<file path="src/sv/b64le_pkg.sv">
// Shared types, character codes and helper functions of the base64 line encoder.
`timescale 1ns / 1ps

package b64le_pkg;

    localparam logic [1:0] MODE_NEWLINE = 2'd0;
    localparam logic [1:0] MODE_ESCAPE  = 2'd1;
    localparam logic [1:0] MODE_FLAT    = 2'd2;

    localparam logic [7:0] CH_NL   = 8'h0A;
    localparam logic [7:0] CH_PAD  = 8'h3D;  // '='
    localparam logic [7:0] CH_PLUS = 8'h2B;  // '+'
    localparam logic [7:0] CH_PCT  = 8'h25;  // '%'

    // Slot positions inside one record, in emission order
    localparam int SLOT_NL_PRE  = 0;
    localparam int SLOT_SYM0    = 1;
    localparam int SLOT_SYM1    = 2;
    localparam int SLOT_PAD1    = 3;
    localparam int SLOT_PAD2    = 4;
    localparam int SLOT_NL_POST = 5;
    localparam int NUM_SLOTS    = 6;

    localparam logic [1:0] SUB_PCT    = 2'd0;
    localparam logic [1:0] SUB_DIGIT  = 2'd1;
    localparam logic [1:0] SUB_LETTER = 2'd2;

    // Characters caused by one input byte, before escaping
    typedef struct packed {
        logic [NUM_SLOTS-1:0] mask;
        logic [7:0]           c0;
        logic [7:0]           c1;
    } t_rec;

    function automatic logic [7:0] b64_sym(input logic [5:0] v);
        logic [7:0] ch;
        if (v < 6'd26) begin
            ch = 8'(v) + 8'h41;
        end else if (v < 6'd52) begin
            ch = 8'(v) + 8'h47;           // 'a' - 26
        end else if (v < 6'd62) begin
            ch = 8'(v) - 8'h04;           // '0' - 52
        end else if (v == 6'd62) begin
            ch = CH_PLUS;
        end else begin
            ch = 8'h2F;
        end
        return ch;
    endfunction

    function automatic logic needs_escape(input logic [7:0] c);
        return (c == CH_PLUS) || (c == CH_PAD) || (c == CH_NL);
    endfunction

    // One character of the percent triplet for an escaped symbol
    function automatic logic [7:0] esc_char(input logic [7:0] c, input logic [1:0] sub);
        logic [7:0] ch;
        unique case (sub)
            SUB_PCT:   ch = CH_PCT;
            SUB_DIGIT: ch = (c == CH_PLUS) ? 8'h32 : ((c == CH_PAD) ? 8'h33 : 8'h30);
            default:   ch = (c == CH_PLUS) ? 8'h42 : ((c == CH_PAD) ? 8'h44 : 8'h41);
        endcase
        return ch;
    endfunction

endpackage

</file>
<file path="src/sv/b64le_front.sv">
// Front end: takes raw bytes, tracks group phase and line fill, builds records.
`timescale 1ns / 1ps

module b64le_front import b64le_pkg::*; #(
    parameter int CHARS_PER_LINE = 64
) (
    input  logic       i_clk,
    input  logic       i_rst_n,
    input  logic       i_accept,
    input  logic [7:0] i_data_byte,
    input  logic       i_last_byte,
    input  logic       i_lines,
    output t_rec       o_rec
);

    localparam int PER_LINE = CHARS_PER_LINE / 4;
    localparam int GW       = (PER_LINE > 1) ? $clog2(PER_LINE) : 1;

    logic [1:0]    r_phase,   n_phase;
    logic [3:0]    r_carry,   n_carry;
    logic [GW-1:0] r_groups,  n_groups;
    logic          r_nl_pend, n_nl_pend;

    logic          line_full;

    assign line_full = (r_groups == GW'(PER_LINE - 1));

    always_comb begin
        o_rec                    = '0;
        o_rec.mask[SLOT_NL_PRE]  = r_nl_pend;
        o_rec.mask[SLOT_SYM0]    = 1'b1;
        o_rec.mask[SLOT_NL_POST] = i_last_byte && i_lines;
        n_phase   = r_phase;
        n_carry   = r_carry;
        n_groups  = r_groups;
        n_nl_pend = 1'b0;
        case (r_phase)
            2'd0: begin
                o_rec.c0              = b64_sym(i_data_byte[7:2]);
                o_rec.c1              = b64_sym({i_data_byte[1:0], 4'b0000});
                o_rec.mask[SLOT_SYM1] = i_last_byte;
                o_rec.mask[SLOT_PAD1] = i_last_byte;
                o_rec.mask[SLOT_PAD2] = i_last_byte;
                n_carry               = {2'b00, i_data_byte[1:0]};
                n_phase               = 2'd1;
            end
            2'd1: begin
                o_rec.c0              = b64_sym({r_carry[1:0], i_data_byte[7:4]});
                o_rec.c1              = b64_sym({i_data_byte[3:0], 2'b00});
                o_rec.mask[SLOT_SYM1] = i_last_byte;
                o_rec.mask[SLOT_PAD1] = i_last_byte;
                n_carry               = i_data_byte[3:0];
                n_phase               = 2'd2;
            end
            default: begin
                o_rec.c0              = b64_sym({r_carry, i_data_byte[7:6]});
                o_rec.c1              = b64_sym(i_data_byte[5:0]);
                o_rec.mask[SLOT_SYM1] = 1'b1;
                n_carry               = 4'h0;
                n_phase               = 2'd0;
                if (line_full) begin
                    n_groups  = '0;
                    n_nl_pend = i_lines && !i_last_byte;
                end else begin
                    n_groups  = r_groups + GW'(1);
                end
            end
        endcase
        // end of message: start over
        if (i_last_byte) begin
            n_phase   = 2'd0;
            n_carry   = 4'h0;
            n_groups  = '0;
            n_nl_pend = 1'b0;
        end
    end

    always_ff @(posedge i_clk) begin
        if (!i_rst_n) begin
            r_phase   <= 2'd0;
            r_carry   <= 4'h0;
            r_groups  <= '0;
            r_nl_pend <= 1'b0;
        end else if (i_accept) begin
            r_phase   <= n_phase;
            r_carry   <= n_carry;
            r_groups  <= n_groups;
            r_nl_pend <= n_nl_pend;
        end
    end

endmodule

</file>
<file path="src/sv/b64le_queue.sv">
// Two-entry record queue between the front end and the character sequencer.
`timescale 1ns / 1ps

module b64le_queue import b64le_pkg::*; (
    input  logic i_clk,
    input  logic i_rst_n,
    input  logic i_wr,
    input  t_rec i_rec,
    input  logic i_rd,
    output t_rec o_rec,
    output logic o_valid,
    output logic o_full
);

    t_rec       r_mem [2];
    logic       r_wptr;
    logic       r_rptr;
    logic [1:0] r_count;

    assign o_rec   = r_mem[r_rptr];
    assign o_valid = (r_count != 2'd0);
    assign o_full  = (r_count == 2'd2);

    always_ff @(posedge i_clk) begin
        if (i_wr) begin
            r_mem[r_wptr] <= i_rec;
        end
    end

    always_ff @(posedge i_clk) begin
        if (!i_rst_n) begin
            r_wptr  <= 1'b0;
            r_rptr  <= 1'b0;
            r_count <= 2'd0;
        end else begin
            if (i_wr) begin
                r_wptr <= !r_wptr;
            end
            if (i_rd) begin
                r_rptr <= !r_rptr;
            end
            case ({i_wr, i_rd})
                2'b10:   r_count <= r_count + 2'd1;
                2'b01:   r_count <= r_count - 2'd1;
                default: r_count <= r_count;
            endcase
        end
    end

endmodule

</file>
<file path="src/sv/b64le_back.sv">
// Back end: walks each record slot by slot, expands escapes, one character per cycle unless the output stalls.
`timescale 1ns / 1ps

module b64le_back import b64le_pkg::*; (
    input  logic       i_clk,
    input  logic       i_rst_n,
    input  logic       i_escape,
    input  t_rec       i_rec,
    input  logic       i_rec_valid,
    output logic       o_rec_pop,
    output logic       o_out_valid,
    output logic [7:0] o_out_char,
    output logic       o_out_last,
    input  logic       i_out_pop
);

    logic                 r_busy;
    logic [NUM_SLOTS-1:0] r_mask;
    logic [7:0]           r_c0;
    logic [7:0]           r_c1;
    logic [1:0]           r_sub;
    logic                 r_out_valid;
    logic [7:0]           r_out_char;
    logic                 r_out_last;

    logic                 can_go;
    logic                 emit;
    logic [NUM_SLOTS-1:0] low_bit;
    logic [NUM_SLOTS-1:0] mask_rest;
    logic [7:0]           cur_c;
    logic                 esc;
    logic [7:0]           emit_char;
    logic                 slot_done;
    logic                 rec_done;
    logic                 load;

    assign can_go    = !r_out_valid || i_out_pop;
    assign emit      = r_busy && can_go;
    assign low_bit   = r_mask & (~r_mask + NUM_SLOTS'(1));
    assign mask_rest = r_mask & ~low_bit;

    always_comb begin
        unique case (low_bit)
            NUM_SLOTS'(1) << SLOT_SYM0: cur_c = r_c0;
            NUM_SLOTS'(1) << SLOT_SYM1: cur_c = r_c1;
            NUM_SLOTS'(1) << SLOT_PAD1,
            NUM_SLOTS'(1) << SLOT_PAD2: cur_c = CH_PAD;
            default:                    cur_c = CH_NL;
        endcase
    end

    assign esc       = i_escape && needs_escape(cur_c);
    assign emit_char = esc ? esc_char(cur_c, r_sub) : cur_c;
    assign slot_done = !esc || (r_sub == SUB_LETTER);
    assign rec_done  = slot_done && (mask_rest == '0);
    // take the next record when idle, or right as the current one finishes
    assign load      = i_rec_valid && (!r_busy || (emit && rec_done));
    assign o_rec_pop = load;

    assign o_out_valid = r_out_valid;
    assign o_out_char  = r_out_char;
    assign o_out_last  = r_out_last;

    always_ff @(posedge i_clk) begin
        if (emit) begin
            r_out_char <= emit_char;
            r_out_last <= rec_done;
        end
        if (load) begin
            r_c0 <= i_rec.c0;
            r_c1 <= i_rec.c1;
        end
    end

    always_ff @(posedge i_clk) begin
        if (!i_rst_n) begin
            r_busy      <= 1'b0;
            r_mask      <= '0;
            r_sub       <= SUB_PCT;
            r_out_valid <= 1'b0;
        end else begin
            if (emit) begin
                r_out_valid <= 1'b1;
            end else if (i_out_pop) begin
                r_out_valid <= 1'b0;
            end
            if (load) begin
                r_busy <= 1'b1;
                r_mask <= i_rec.mask;
                r_sub  <= SUB_PCT;
            end else if (emit) begin
                if (slot_done) begin
                    r_mask <= mask_rest;
                    r_sub  <= SUB_PCT;
                end else begin
                    r_sub  <= r_sub + 2'd1;
                end
                if (rec_done) begin
                    r_busy <= 1'b0;
                end
            end
        end
    end

endmodule

</file>
<file path="src/sv/base64_encoder_line_escape_top.sv">
// Top level of the streaming base64 encoder with line breaks and percent escapes.
// A byte's first character passes the record queue, back-end and output registers
// before it is visible. Throughput: one output character per cycle while the
// output is popped, set by the back-end sequencer. A new byte is taken every cycle
// while the two-entry record queue has room. Synchronous active-low reset clears
// phase, line count, queue and mode (mode 0).
`timescale 1ns / 1ps

module base64_encoder_line_escape_top import b64le_pkg::*; #(
    parameter int CHARS_PER_LINE = 64
) (
    input  logic       i_clk,
    input  logic       i_rst_n,
    input  logic       push,
    output logic       full,
    input  logic [7:0] i_data_byte,
    input  logic       i_last_byte,
    output logic       empty,
    input  logic       pop,
    output logic [7:0] o_out_char,
    output logic       o_last_char,
    input  logic       i_cfg_valid,
    output logic       o_cfg_ready,
    input  logic [1:0] i_cfg_line_mode
);

    logic [1:0] r_line_mode;
    logic       lines;
    logic       escape;
    logic       accept;
    t_rec       front_rec;
    t_rec       q_rec;
    logic       q_valid;
    logic       q_full;
    logic       q_pop;
    logic       out_valid;

    assign o_cfg_ready = 1'b1;
    assign lines       = (r_line_mode != MODE_FLAT);
    assign escape      = (r_line_mode == MODE_ESCAPE);
    assign full        = q_full;
    assign accept      = push && !q_full;
    assign empty       = !out_valid;

    always_ff @(posedge i_clk) begin
        if (!i_rst_n) begin
            r_line_mode <= MODE_NEWLINE;
        end else if (i_cfg_valid) begin
            r_line_mode <= i_cfg_line_mode;
        end
    end

    b64le_front #(
        .CHARS_PER_LINE (CHARS_PER_LINE)
    ) u_front (
        .i_clk       (i_clk),
        .i_rst_n     (i_rst_n),
        .i_accept    (accept),
        .i_data_byte (i_data_byte),
        .i_last_byte (i_last_byte),
        .i_lines     (lines),
        .o_rec       (front_rec)
    );

    b64le_queue u_queue (
        .i_clk   (i_clk),
        .i_rst_n (i_rst_n),
        .i_wr    (accept),
        .i_rec   (front_rec),
        .i_rd    (q_pop),
        .o_rec   (q_rec),
        .o_valid (q_valid),
        .o_full  (q_full)
    );

    b64le_back u_back (
        .i_clk       (i_clk),
        .i_rst_n     (i_rst_n),
        .i_escape    (escape),
        .i_rec       (q_rec),
        .i_rec_valid (q_valid),
        .o_rec_pop   (q_pop),
        .o_out_valid (out_valid),
        .o_out_char  (o_out_char),
        .o_out_last  (o_last_char),
        .i_out_pop   (pop)
    );

endmodule

</file>
<file path="config.mk">
export PLATFORM = sky130hd
export DESIGN_NAME = base64_encoder_line_escape_top
export DESIGN_NICKNAME = d
export VERILOG_FILES = /design/src/sv/b64le_pkg.sv /design/src/sv/b64le_front.sv /design/src/sv/b64le_queue.sv /design/src/sv/b64le_back.sv /design/src/sv/base64_encoder_line_escape_top.sv
export SDC_FILE = /design/constraint.sdc
export NUM_CORES = 1
export LEC_CHECK = 0
export BUFFER_PORTS_ARGS = -buffer_cell sky130_fd_sc_hd__buf_2
export CAP_MARGIN = 25
export CELL_PAD_IN_SITES_DETAIL_PLACEMENT = 1
export CELL_PAD_IN_SITES_GLOBAL_PLACEMENT = 1
export CORE_AREA = 5 5 173 92
export DETAILED_ROUTE_END_ITERATION = 8
export DIE_AREA = 0 0 178 97
export GPL_ROUTABILITY_DRIVEN = 1
export PLACE_DENSITY_LB_ADDON = 0.1
export SETUP_SLACK_MARGIN = 0.05
export SLEW_MARGIN = 20
export SYNTH_ARGS = -nofsm -noshare
export SYNTH_HDL_FRONTEND = slang
export SYNTH_HIERARCHICAL = 1
export SYNTH_SLANG_ARGS = --single-unit
</file>
<file path="constraint.sdc">
create_clock -name i_clk -period 3.8 [get_ports i_clk]
set_input_delay 0.76 -clock i_clk [delete_from_list [all_inputs] [get_ports i_clk]]
set_output_delay 0.76 -clock i_clk [all_outputs]
set_load 0.05 [all_outputs]
</file>
# ---- Yosys cells after proc, flatten, opt, wreduce, memory -nomap -nowiden
# Memory sizes are Yosys's and may differ from the RTL's. A register that Yosys moved wholly into a read port is not among the register bits.
# Cells that the tools add are included.
dict set report word_totals {
  reg_bits 52
  ram_bits 42
  inputBits 16
  wordCells 176
  mem_count 1
}
# memory depth word_bits read_ports rd_ports_with_merged_regs write_ports line_no
set mem_list {}
lappend mem_list {u_queue.r_mem 2 21 1 1 1 b64le_queue.sv:15} ;# t_rec r_mem [2];
dict set report classes {
  n_addsub 23
  magnitude_cmp 18
  n_eq_ne 21
  n_mux 57
  bitwise 5
  reduce_logical 35
}
# operator count
set op_table {}
lappend op_table {{$mux W8} 21}
lappend op_table {{$add A6 B7 Y8 const B} 12}
lappend op_table {{$lt A6 B6 Y1 const B} 12}
lappend op_table {{$sub A6 B3 Y7 const B} 6}
lappend op_table {{$lt A6 B5 Y1 const B} 6}
lappend op_table {{$pmux W16 S2} 1}
lappend op_table {{$eq A6 B6 Y1 const B} 4}
lappend op_table {{$pmux W8 S3} 1}
lappend op_table {{$mux W6} 3}
lappend op_table {{$eq A8 B6 Y1 const B} 2}
lappend op_table {{$mux W4} 4}
lappend op_table {{$pmux W8 S2} 1}
lappend op_table {{$mux W1} 15}
lappend op_table {{$mux W3} 5}
lappend op_table {{$and A6 B6 Y6} 2}
lappend op_table {{$not A6 Y6} 2}
lappend op_table {{$reduce_bool A2 Y1} 6}
lappend op_table {{$eq A2 B1 Y1 const B} 4}
lappend op_table {{$eq A8 B4 Y1 const B} 1}
lappend op_table {{$logic_and A1 B1 Y1} 8}
lappend op_table {{$pmux W2 S2} 2}
lappend op_table {{$pmux W4 S2} 1}
lappend op_table {{$logic_not A1 Y1} 7}
lappend op_table {{$add A6 B1 Y6 const B} 1}
lappend op_table {{other kinds (18)} 32}

# ---- Logic depth before layout (Yosys ltp)
# Gate-level depths: netlist of run 1.
dict set report depth {
  word_depth 18
  ltp_mapped 13
  depth_no_buf 10
}

# ---- By module
# The synthesis of run 1 kept the hierarchy.
# module instances cells_per_inst area_each_um2 seq_area_each_um2
set by_module_without_submodules {}
lappend by_module_without_submodules {b64le_front 1 360 2565.0 220.2}
lappend by_module_without_submodules {b64le_queue 1 90 1798.0 1421.4}
lappend by_module_without_submodules {b64le_back 1 151 1796.7 950.9}
lappend by_module_without_submodules {base64_encoder_line_escape_top 1 12 106.4 40.0}

# ---- Worst setup path before layout of run 1
# No wires, ideal clock.
dict set report synth_path {
  kind {reg2reg}
  startpoint {reg u_back.r_mask[1]}
  endpoint {reg u_queue.r_count[1]}
  arrival_ns 3.421
  required_ns 3.730
  slack_ns 0.309
  stages_incl_launch_ff 12
  n_path_buf 2
  period_less_slack_ns 3.491
  cell_sequence {dfxtp_1 -> buf_6 -> and2b_4 -> a32o_2 -> xor2_1 -> a221oi_4 -> nor3_4 -> buf_6 -> a21oi_1 -> ha_1 -> or3_1 -> a21boi_1}
}
dict set report synth_between {
  elab_chain_len 18
}
# element line_no
set synth_rtl {}
lappend synth_rtl {{start, declared} b64le_back.sv:18} ;# logic [NUM_SLOTS-1:0] r_mask;
lappend synth_rtl {{start signal, assigned} b64le_back.sv:89} ;# r_mask <= i_rec.mask;
lappend synth_rtl {{start signal, assigned} b64le_back.sv:93} ;# r_mask <= mask_rest;
lappend synth_rtl {{$not A6 Y6} b64le_back.sv:39} ;# assign low_bit = r_mask & (~r_mask + NUM_SLOTS'(1));
lappend synth_rtl {{$add A6 B1 Y6} b64le_back.sv:39}
lappend synth_rtl {{$and A6 B6 Y6} b64le_back.sv:39}
lappend synth_rtl {{$eq A6 B4 Y1 / $eq A6 B5 Y1 (equally long branches)} b64le_back.sv:43} ;# unique case (low_bit)
lappend synth_rtl {{$reduce_or A2 Y1} b64le_back.sv:43}
lappend synth_rtl {{$pmux W8 S3} b64le_back.sv:43}
lappend synth_rtl {{$eq A8 B6 Y1} b64le_pkg.sv:52} ;# return (c == CH_PLUS) || (c == CH_PAD) || (c == CH_NL);
lappend synth_rtl {{$logic_or A1 B1 Y1 (2 in a row)} b64le_pkg.sv:52}
lappend synth_rtl {{[2 not listed]} --}
lappend synth_rtl {{$logic_or A1 B1 Y1} b64le_back.sv:54} ;# assign slot_done = !esc || (r_sub == SUB_LETTER);
lappend synth_rtl {{$logic_and A1 B1 Y1 *} b64le_back.sv:55} ;# assign rec_done = slot_done && (mask_rest == '0);
lappend synth_rtl {{$logic_and A1 B1 Y1 *} b64le_back.sv:57} ;# assign load = i_rec_valid && (!r_busy || (emit && rec_done));
lappend synth_rtl {{$logic_or A1 B1 Y1 *} b64le_back.sv:57}
lappend synth_rtl {{$logic_and A1 B1 Y1 *} b64le_back.sv:57}
lappend synth_rtl {{net q_pop} base64_encoder_line_escape_top.sv:35} ;# logic q_pop;
lappend synth_rtl {{$eq A2 B1 Y1 / $eq A2 B2 Y1 (equally long branches)} b64le_queue.sv:42} ;# case ({i_wr, i_rd})
lappend synth_rtl {{$pmux W2 S2 / $reduce_bool A2 Y1 (equally long branches)} --}
lappend synth_rtl {{end signal, assigned} b64le_queue.sv:43} ;# 2'b10: r_count <= r_count + 2'd1;
lappend synth_rtl {{end signal, assigned} b64le_queue.sv:44} ;# 2'b01: r_count <= r_count - 2'd1;
lappend synth_rtl {{end signal, assigned} b64le_queue.sv:45} ;# default: r_count <= r_count;
lappend synth_rtl {{end, declared} b64le_queue.sv:18} ;# logic [1:0] r_count;
# Mark *: on every way through the listed nets, which the timed path passes. The rest lies on a longest branch.
# A chain may end at the register's enable or synchronous reset.

==> results of run 1 <==
metrics by stage:
| stage | setup slack [ns] | std cells | util (%) | instance area [sq um] | hold WS, ns |
|---|---|---|---|---|---|
| after global placement | 0.619 | 805 | 45.3 | 6410 | 0.436 |
| after detailed placement | 0.547 | 805 | 45.3 | 6410 | 0.451 |
| after global routing | 0.670 | 822 | 47.5 | 6730 | 0.486 |
| after CTS | 0.887 | 821 | 47.4 | 6720 | 0.470 |
| final | 0.829 | 822 | 47.5 | 6730 | 0.462 |
| after floorplan | 0.309 | 613 | - | 6270 | 0.449 |
flip-flops by register name, indices dropped and copies added (netlist names), named ones only:
name / flops
u_front/r_groups: 4
u_back/r_c1: 8
u_back/r_sub: 2
u_back/r_c0: 8
u_back/r_busy: 1
u_front/r_carry: 4
u_back/r_mask: 6
u_front/r_nl_pend: 1
u_back/o_out_valid: 1
u_back/o_out_char: 8
u_queue/r_rptr: 1
u_back/o_out_last: 1
u_queue/r_wptr: 1
u_queue/r_count: 2
u_front/r_phase: 2
u_queue/r_mem: 44
r_line_mode: 2
final timing paths:
| check | cells past startpoint | to | slack (ns) |
|---|---|---|---|
| worst max-delay path | 7 | u_queue/r_mem[1][8]$_DFFE_PP_ | 0.83 |
| worst min-delay path | 0 | u_queue/r_mem[1][16]$_DFFE_PP_ | 0.46 |
| worst max register to register | 9 | u_queue/r_count[1]$_SDFFE_PN0P_ | 0.89 |
| worst min register to register | 0 | u_queue/r_mem[1][16]$_DFFE_PP_ | 0.46 |
layout make-up:
type                       count  area, sq um  share of cell area [%]
multi-input combinational    446         3210                    47.7
tap                          198          248                    3.68
inverter                      25         93.8                    1.39
sequential                    97         2630                    39.1
timing repair buffer          40          243                    3.61
clock inverter                 4         32.5                   0.483
clock buffer                  12          269                    4.00
layout by cell type, fill, tap and decap left out, drive strengths merged, types with 6 or more instances in the layout:
master,count
nand2b,14
a21oi,42
nand2,33
inv,27
nand3b,9
ha,23
nand4,6
o31ai,7
a21o,8
a31oi,9
xnor2,6
nor2,39
and3,7
and2,11
nor2b,21
buf,40
nor3,14
o21ai,35
nand3,17
mux2,25
a211oi,7
edfxtp,69
o2bb2ai,6
clkbuf,12
dfxtp,28
mux2i,10
power groups by stage:
stage | Clock [mW] | Combinational (mW) | Sequential [mW]
global route | 0.978 | 1.54 | 1.61
finish | 0.902 | 1.42 | 1.59
detailed placement | 0 | 1.37 | 1.63
floorplan | 0 | 1.07 | 1.62
global placement | 0 | 1.34 | 1.62
CTS | 0.925 | 1.38 | 1.61
per-layer routing:
layer  track usage [%]  routed length [um]  part of all wire, %  vias up
met4              3.80                 111                 0.63        0
met1              33.8                9330                   53     2433
met5                 0                   0                    0        -
met2              27.1                6910                   39      148
met3              5.77                1370                  7.7       13
li1                  -                   -                    -     2302
logic make-up (layout without fill, tap and decap cells):
logic type,Yosys count,in the layout,synth area share [%]
buffers and inverters,70,81,6.75
multiplexers,35,35,6.09
XOR/XNOR,9,9,1.26
other,2,2,0.120
AND/OR/NAND/NOR,197,197,17.8
AO/OA/AOI/OAI,179,179,21.2
flip-flops,97,97,42.0
adder cells (fa/ha/maj),24,24,4.75
==> summary.md, run 1 <==
| Metric | Value |
|---|---|
| CP startpoint kind | `input pin` |
| HP Start | `u_front/r_nl_pend$_SDFFE_PN0P_` |
| Cell mode on critical path | `a21oi_1` |
| Post-synth top cells | `69 x edfxtp_1, 40 x a21oi_1, 33 x nand2_1, 33 x nor2_1, 31 x o21ai_0` |
| Synth Register Bits | `97` |
| CTS Hold Buffers Added | `0` |
| Placer congestion estimate | `0.947` |
| Final setup fails | `0` |
| Power share of the combinational group | `36.3%` |
| CP Cell Sequence | `buf_2 -> ha_1 -> nand2b_1 -> a21oi_1 -> a31oi_1 -> a221oi_1 -> a21oi_1` |
| Drt via density | `5.96` |
| Die area | `0.0173 sq mm` |
| Wire length per cell | `21.6 um` |
| Synth Cell Area | `0.00627 sq mm` |
| Synth Instances | `613` |
| WL final | `17700 um` |
| Tcrit/Tclk final | `78.2%` |
| Diodes inserted | `0` |
| First-pass GRT wire length | `28100 um` |
| Fillcell total | `1584` |
| Chip width | `178 um` |
| TNS Setup | `0 ns` |
| Hold Vio Cnt, Final | `0` |
| Max VDD drop | `253 uV` |
| Worst Path Max Fanout | `18` |
| Post-synthesis async set-or-reset flop share | `0%` |
| Bufs and invs on worst path | `1` |
| Crit-path slowest cell | `ha_1` |
| Core area | `0.0142 sq mm` |
| YS warnings | `6` |
| Register area share after synthesis | `42.0%` |
| Rows | `31` |
| Sw frac | `36.6%` |
| Syn nets | `652` |
| Slowest Stage Delay on Critical Path | `0.59 ns` |
| Fin. max-slew vios | `0` |
| Post_cts resized | `0` |
| Initial antenna violation count | `0` |
| Clock latency on the worst-skew pair | `0.35 ns` |
| Largest net degree at the start of global routing | `24` |
| Share of the synthesized area in the top cell type | `33.1%` |
| Final Critical Period | `2.97 ns` |
| Max_slew headroom | `48.3%` |
| Synth-to-Final Area Change | `7.43%` |
| WP data required | `3.87 ns` |
| I/O pins | `28` |
| Clk network pwr share | `23.1%` |
| Port Buffer Count | `26` |
| CTS Buffer Depth | `2` |
| Sw Pwr | `1.43 mW` |
| Synth Flop Type | `edfxtp_1` |
| RSZ-0062 raised after global routing | `false` |
| Die height | `97 um` |
| Pwr dens | `580 mW/mm^2` |
| Antenna Nets Post-Route | `0` |
| Clk pin slew, worst setup/hold paths | `0.07 ns` |
| Vias in the first global route | `4840` |
| Outcome | `completed` |
| Internal power | `2.48 mW` |
| Starting Density | `44.3%` |
| TritonCTS clock tree | `done` |
| Worst Setup Path Type | `in -> reg` |
| Post-Syn Area per Cell | `10.2 sq um` |
| Max-Cap Viols | `0` |
| Setup crit end kind | `register` |
| DR pass1 iterations | `5` |
| Final Power | `3.90 mW` |
| Yosys top cell by area | `edfxtp_1` |
| Critical path startpoint | `i_data_byte[7]` |
| Initial DRC Count | `330` |
| Worst r2r src | `u_back/r_mask[1]$_SDFFE_PN0P_` |
| Total GRT Usage | `20.9%` |
| Worst Skew | `0.0116 ns` |
| Crit-path leading delay family | `compound AO/OA/AOI/OAI gates` |
| DR DRC count | `0` |
| Number of CTS-inserted buffers | `9` |
| Sequential Power Share | `40.6%` |
| Setup Buffers After CTS | `0` |
| Root buffer cell | `clkbuf_16` |
| Share of layout cells above drive strength 1 | `19.2%` |
| EDFF count, synth | `69` |
| CTS sink cnt | `97` |
| Grt ovf | `0` |
| Count leader, synth | `edfxtp_1` |
| H-tree Lvls | `3` |
| Slew @ Worst Pin | `0.769 ns` |
| Timing-limited maximum frequency | `337 MHz` |
| Critical path arrival | `3.04 ns` |
| Final nets | `658` |
| Synth area leaders | `edfxtp_1 33%, dfxtp_1 8.9%, ha_1 4.6%, mux2_2 4.5%, a21oi_1 3.2%` |
| Vias | `4896` |
| Post-DP HPWL | `13400 um` |
| Static Leak | `2.36 nW` |
| Cell variety after synth | `92` |
| Type of the worst min-delay path | `reg -> reg` |
No activity file was read; power rests on OpenSTA's default activity.
==> run 2, diff against run 1 <==
--- a/config.mk
+++ b/config.mk
@@ -5,13 +5,14 @@
 export SDC_FILE = /design/constraint.sdc
 export NUM_CORES = 1
 export LEC_CHECK = 0
+export ABC_AREA = 1
 export BUFFER_PORTS_ARGS = -buffer_cell sky130_fd_sc_hd__buf_2
 export CAP_MARGIN = 25
 export CELL_PAD_IN_SITES_DETAIL_PLACEMENT = 1
 export CELL_PAD_IN_SITES_GLOBAL_PLACEMENT = 1
-export CORE_AREA = 5 5 173 92
+export CORE_AREA = 5 5 167 89
 export DETAILED_ROUTE_END_ITERATION = 8
-export DIE_AREA = 0 0 178 97
+export DIE_AREA = 0 0 172 94
 export GPL_ROUTABILITY_DRIVEN = 1
 export PLACE_DENSITY_LB_ADDON = 0.1
 export SETUP_SLACK_MARGIN = 0.05
==> constraint.sdc (replaced) <==
create_clock -name i_clk -period 2.8 [get_ports i_clk]
set_input_delay 0.56 -clock i_clk [delete_from_list [all_inputs] [get_ports i_clk]]
set_output_delay 0.56 -clock i_clk [all_outputs]
set_load 0.05 [all_outputs]
==> summary.md, run 2 <==
| Metric | Value |
|---|---|
| Outcome | `completed` |
| CTS Buffer Depth | `2 (unchanged)` |
| Share of layout cells above drive strength 1 | `20.1% (+0.90 points)` |
| DR pass1 iterations | `5 (unchanged)` |
| Synth Area in XOR/XNOR | `1.55% (+0.29 points)` |
| CTS sink cnt | `97 (unchanged)` |
| Syn nets | `784 (+20%)` |
| Placer congestion estimate | `0.902 (-4.8%)` |
| Commonest cells after routing, fill and taps aside | `186 x nand2_1, 87 x nand3_1, 69 x edfxtp_1` |
| Port Buffer Count | `26 (unchanged)` |
| Post-DP HPWL | `14500 um (+7.5%)` |
| Count leader, synth | `nand2_1` |
| Clock latency on the worst-skew pair | `0.34 ns (about the same)` |
| Largest net degree at the start of global routing | `23 (-4.2%)` |
| Static Leak | `2.86 nW (+21%)` |
| Wire length per cell | `20.4 um (-5.5%)` |
| Final Power | `6.04 mW (+55%)` |
| CTS Hold Buffers Added | `0 (unchanged)` |
| Most common cell after layout, fill and taps aside | `nand2_1` |
| Max reg flops | `44 (unchanged)` |
| Synth Register Bits | `97 (unchanged)` |
| Fillcell total | `1608 (+1.5%)` |
| Path depth of the worst reg2reg path | `17 (+8)` |
| Post-synthesis async set-or-reset flop share | `0% (unchanged)` |
| Antenna Nets Post-Route | `0 (unchanged)` |
| Post-synthesis adder-cell area fraction | `4.63% (-0.12 points)` |
| Post-synth top cells | `186 x nand2_1, 87 x nand3_1, 69 x edfxtp_1` |
| Drt via density | `5.70 (-4.4%)` |
| YS warnings | `6 (unchanged)` |
| Synth Flop Type | `edfxtp_1` |
| Hold Vio Cnt, Final | `0 (unchanged)` |
| Crit-path slowest cell | `dfxtp_2` |
| Vias in the first global route | `5463 (+13%)` |
| Core area | `0.0132 sq mm (-6.7%)` |
| H-tree Lvls | `3 (unchanged)` |
| Mux share of post-synthesis cell area | `3.98% (-2.1 points)` |
| Biggest register | `u_queue/r_mem` |
| Share of the synthesized area in the top cell type | `33.3% (+0.25 points)` |
| Register area share after synthesis | `42.3% (+0.32 points)` |
| Diodes inserted | `0 (unchanged)` |
| Max VDD drop | `514 uV (+100%)` |
| Die height | `94 um (-3.1%)` |
| Slowest Stage Delay on Critical Path | `0.37 ns (-0.22 ns)` |
| WL final | `19500 um (+9.9%)` |
| TritonCTS clock tree | `done` |
| Pwr dens | `883 mW/mm^2 (+52%)` |
| Max-Cap Viols | `0 (unchanged)` |
| Chip width | `172 um (-3.4%)` |
| Setup crit end kind | `register` |
| Number of CTS-inserted buffers | `9 (unchanged)` |
| Critical path arrival | `2.84 ns (-0.20 ns)` |
| Synth Instances | `745 (+22%)` |
| Post_cts resized | `0 (unchanged)` |
| I/O pins | `28 (unchanged)` |
| Rows | `30 (-3.2%)` |
| TNS Setup | `0 ns (unchanged)` |
| Yosys top cell by area | `edfxtp_1` |
| Worst Path Max Fanout | `10 (-8)` |
| Worst Skew | `0.00925 ns (-0.00235 ns)` |
| Final nets | `814 (+24%)` |
| Largest family of logic cells by synthesized area | `simple AND/OR/NAND/NOR gates` |
| Clk pin slew, worst setup/hold paths | `0.07 ns (about the same)` |
| Min Hold Slack | `0.475 ns (+0.0128 ns)` |
| Type of the worst min-delay path | `reg -> reg` |
| Worst Setup Path Type | `reg -> reg` |
| Timing-limited maximum frequency | `390 MHz` |
| Synth Area in Compound Gates | `9.28% (-12 points)` |
| Final setup fails | `0 (unchanged)` |
| Setup Buffers After CTS | `0 (unchanged)` |
| CP startpoint kind | `register` |
| Slew @ Worst Pin | `0.546 ns (-0.223 ns)` |
| First-pass GRT wire length | `30600 um (+9.0%)` |
| Worst hold stages | `0 (unchanged)` |
| Root buffer cell | `clkbuf_16` |
| Cell variety after synth | `50 (-46%)` |
| Initial DRC Count | `479 (+45%)` |
| Synth area leaders | `edfxtp_1 33%, nand2_1 11%, dfxtp_1 9.0%, nand3_1 7.0%, ha_1 4.6%` |
| Post-Syn Area per Cell | `8.35 sq um (-18%)` |
| WP data required | `3.08 ns (-0.79 ns)` |
| Max_slew headroom | `63.6% (+15 points)` |
| Vias | `5445 (+11%)` |
| Fin. max-slew vios | `0 (unchanged)` |
| EDFF count, synth | `69 (unchanged)` |
| Total GRT Usage | `24.6% (+3.7 points)` |
| Die area | `0.0162 sq mm (-6.4%)` |
| Synth Area in Simple Gates | `29.6% (+12 points)` |
| Synth Cell Area | `0.00622 sq mm (-0.76%)` |
| Starting Density | `47.1% (+2.8 points)` |
| Synth-to-Final Area Change | `10.1%` |
| Grt ovf | `0 (unchanged)` |
| Tcrit/Tclk final | `91.5%` |
| Final Core Density | `51.8% (+4.3 points)` |
| RSZ-0062 raised after global routing | `false` |
| CP Cell Sequence | `nor2_4 -> buf_4 -> nand3_2 -> nand3_2 -> nand2_1 -> nor2_1 -> nand2_2 -> nand3_2 -> nand3_4 -> nand3_2 -> a21oi_4 -> ha_1 -> inv_1 -> nand2_1 -> nor2_1 -> nor2_1 -> nor2_1` |
| DR DRC count | `0 (unchanged)` |
| Final Critical Period | `2.56 ns` |
| Initial antenna violation count | `0 (unchanged)` |
==> run 2: final timing paths <==
path / start / end / slack [ns]
hold / removal: u_front/r_nl_pend$_SDFFE_PN0P_ / u_queue/r_mem[1][16]$_DFFE_PP_ / 0.47
setup reg to reg: u_back/r_mask[0]$_SDFFE_PN0P_ / u_queue/r_count[1]$_SDFFE_PN0P_ / 0.24
hold reg to reg: u_front/r_nl_pend$_SDFFE_PN0P_ / u_queue/r_mem[1][16]$_DFFE_PP_ / 0.47
setup / recovery: u_back/r_mask[0]$_SDFFE_PN0P_ / u_queue/r_count[1]$_SDFFE_PN0P_ / 0.24
==> run 2: worst max-delay path: cells and delay by family, from the launching register on <==
kind | cells | cell delay [ns]
compound gates | 1 | 0.08
fa+ha+maj | 1 | 0.32
buf+inv | 2 | 0.30
flops | 1 | 0.37
simple gates | 13 | 1.44
==> run 2: report_power, final <==
group	switching (mW)	internal [mW]
registers	0.180	2.01
logic	1.73	0.761
clock network	0.550	0.811
==> run 2: area by class of cell <==
type                            count  area (sq um)  area share (%)
Inverter                           89           344            5.03
Timing Repair Buffer               42           254            3.71
Multi-Input combinational cell    536          3060            44.7
Sequential cell                    97          2640            38.5
Clock inverter                      6          90.1            1.32
Tap cell                          176           220            3.22
Clock buffer                       10           239            3.49
==> run 2: kinds of logic after synthesis <==
kind of cell,after synthesis
AND/OR/NAND/NOR,384
buffers and inverters,112
flip-flops,97
AO/OA/AOI/OAI,94
adder cells (fa/ha/maj),23
multiplexers,22
XOR/XNOR,11
other,2
==> run 2: metal layers <==
layer / vias up / GRT usage (%) / routed length [um]
met4: 0 / 4.19 / 184
met5: - / 0 / 0
met1: 2682 / 37.9 / 9530
li1: 2558 / - / -
met3: 18 / 4.41 / 1390
met2: 187 / 36.3 / 8380
==> run 2: metrics by stage <==
step / cell area (sq um) / setup WS, ns / instances
final: 6850 / 0.237 / 956
after detailed placement: 6500 / 0.0459 / 940
after CTS: 6830 / 0.126 / 956
after global routing: 6850 / 0.0614 / 956
after global placement: 6500 / 0.0705 / 940
after floorplan: 6220 / 0.243 / 745
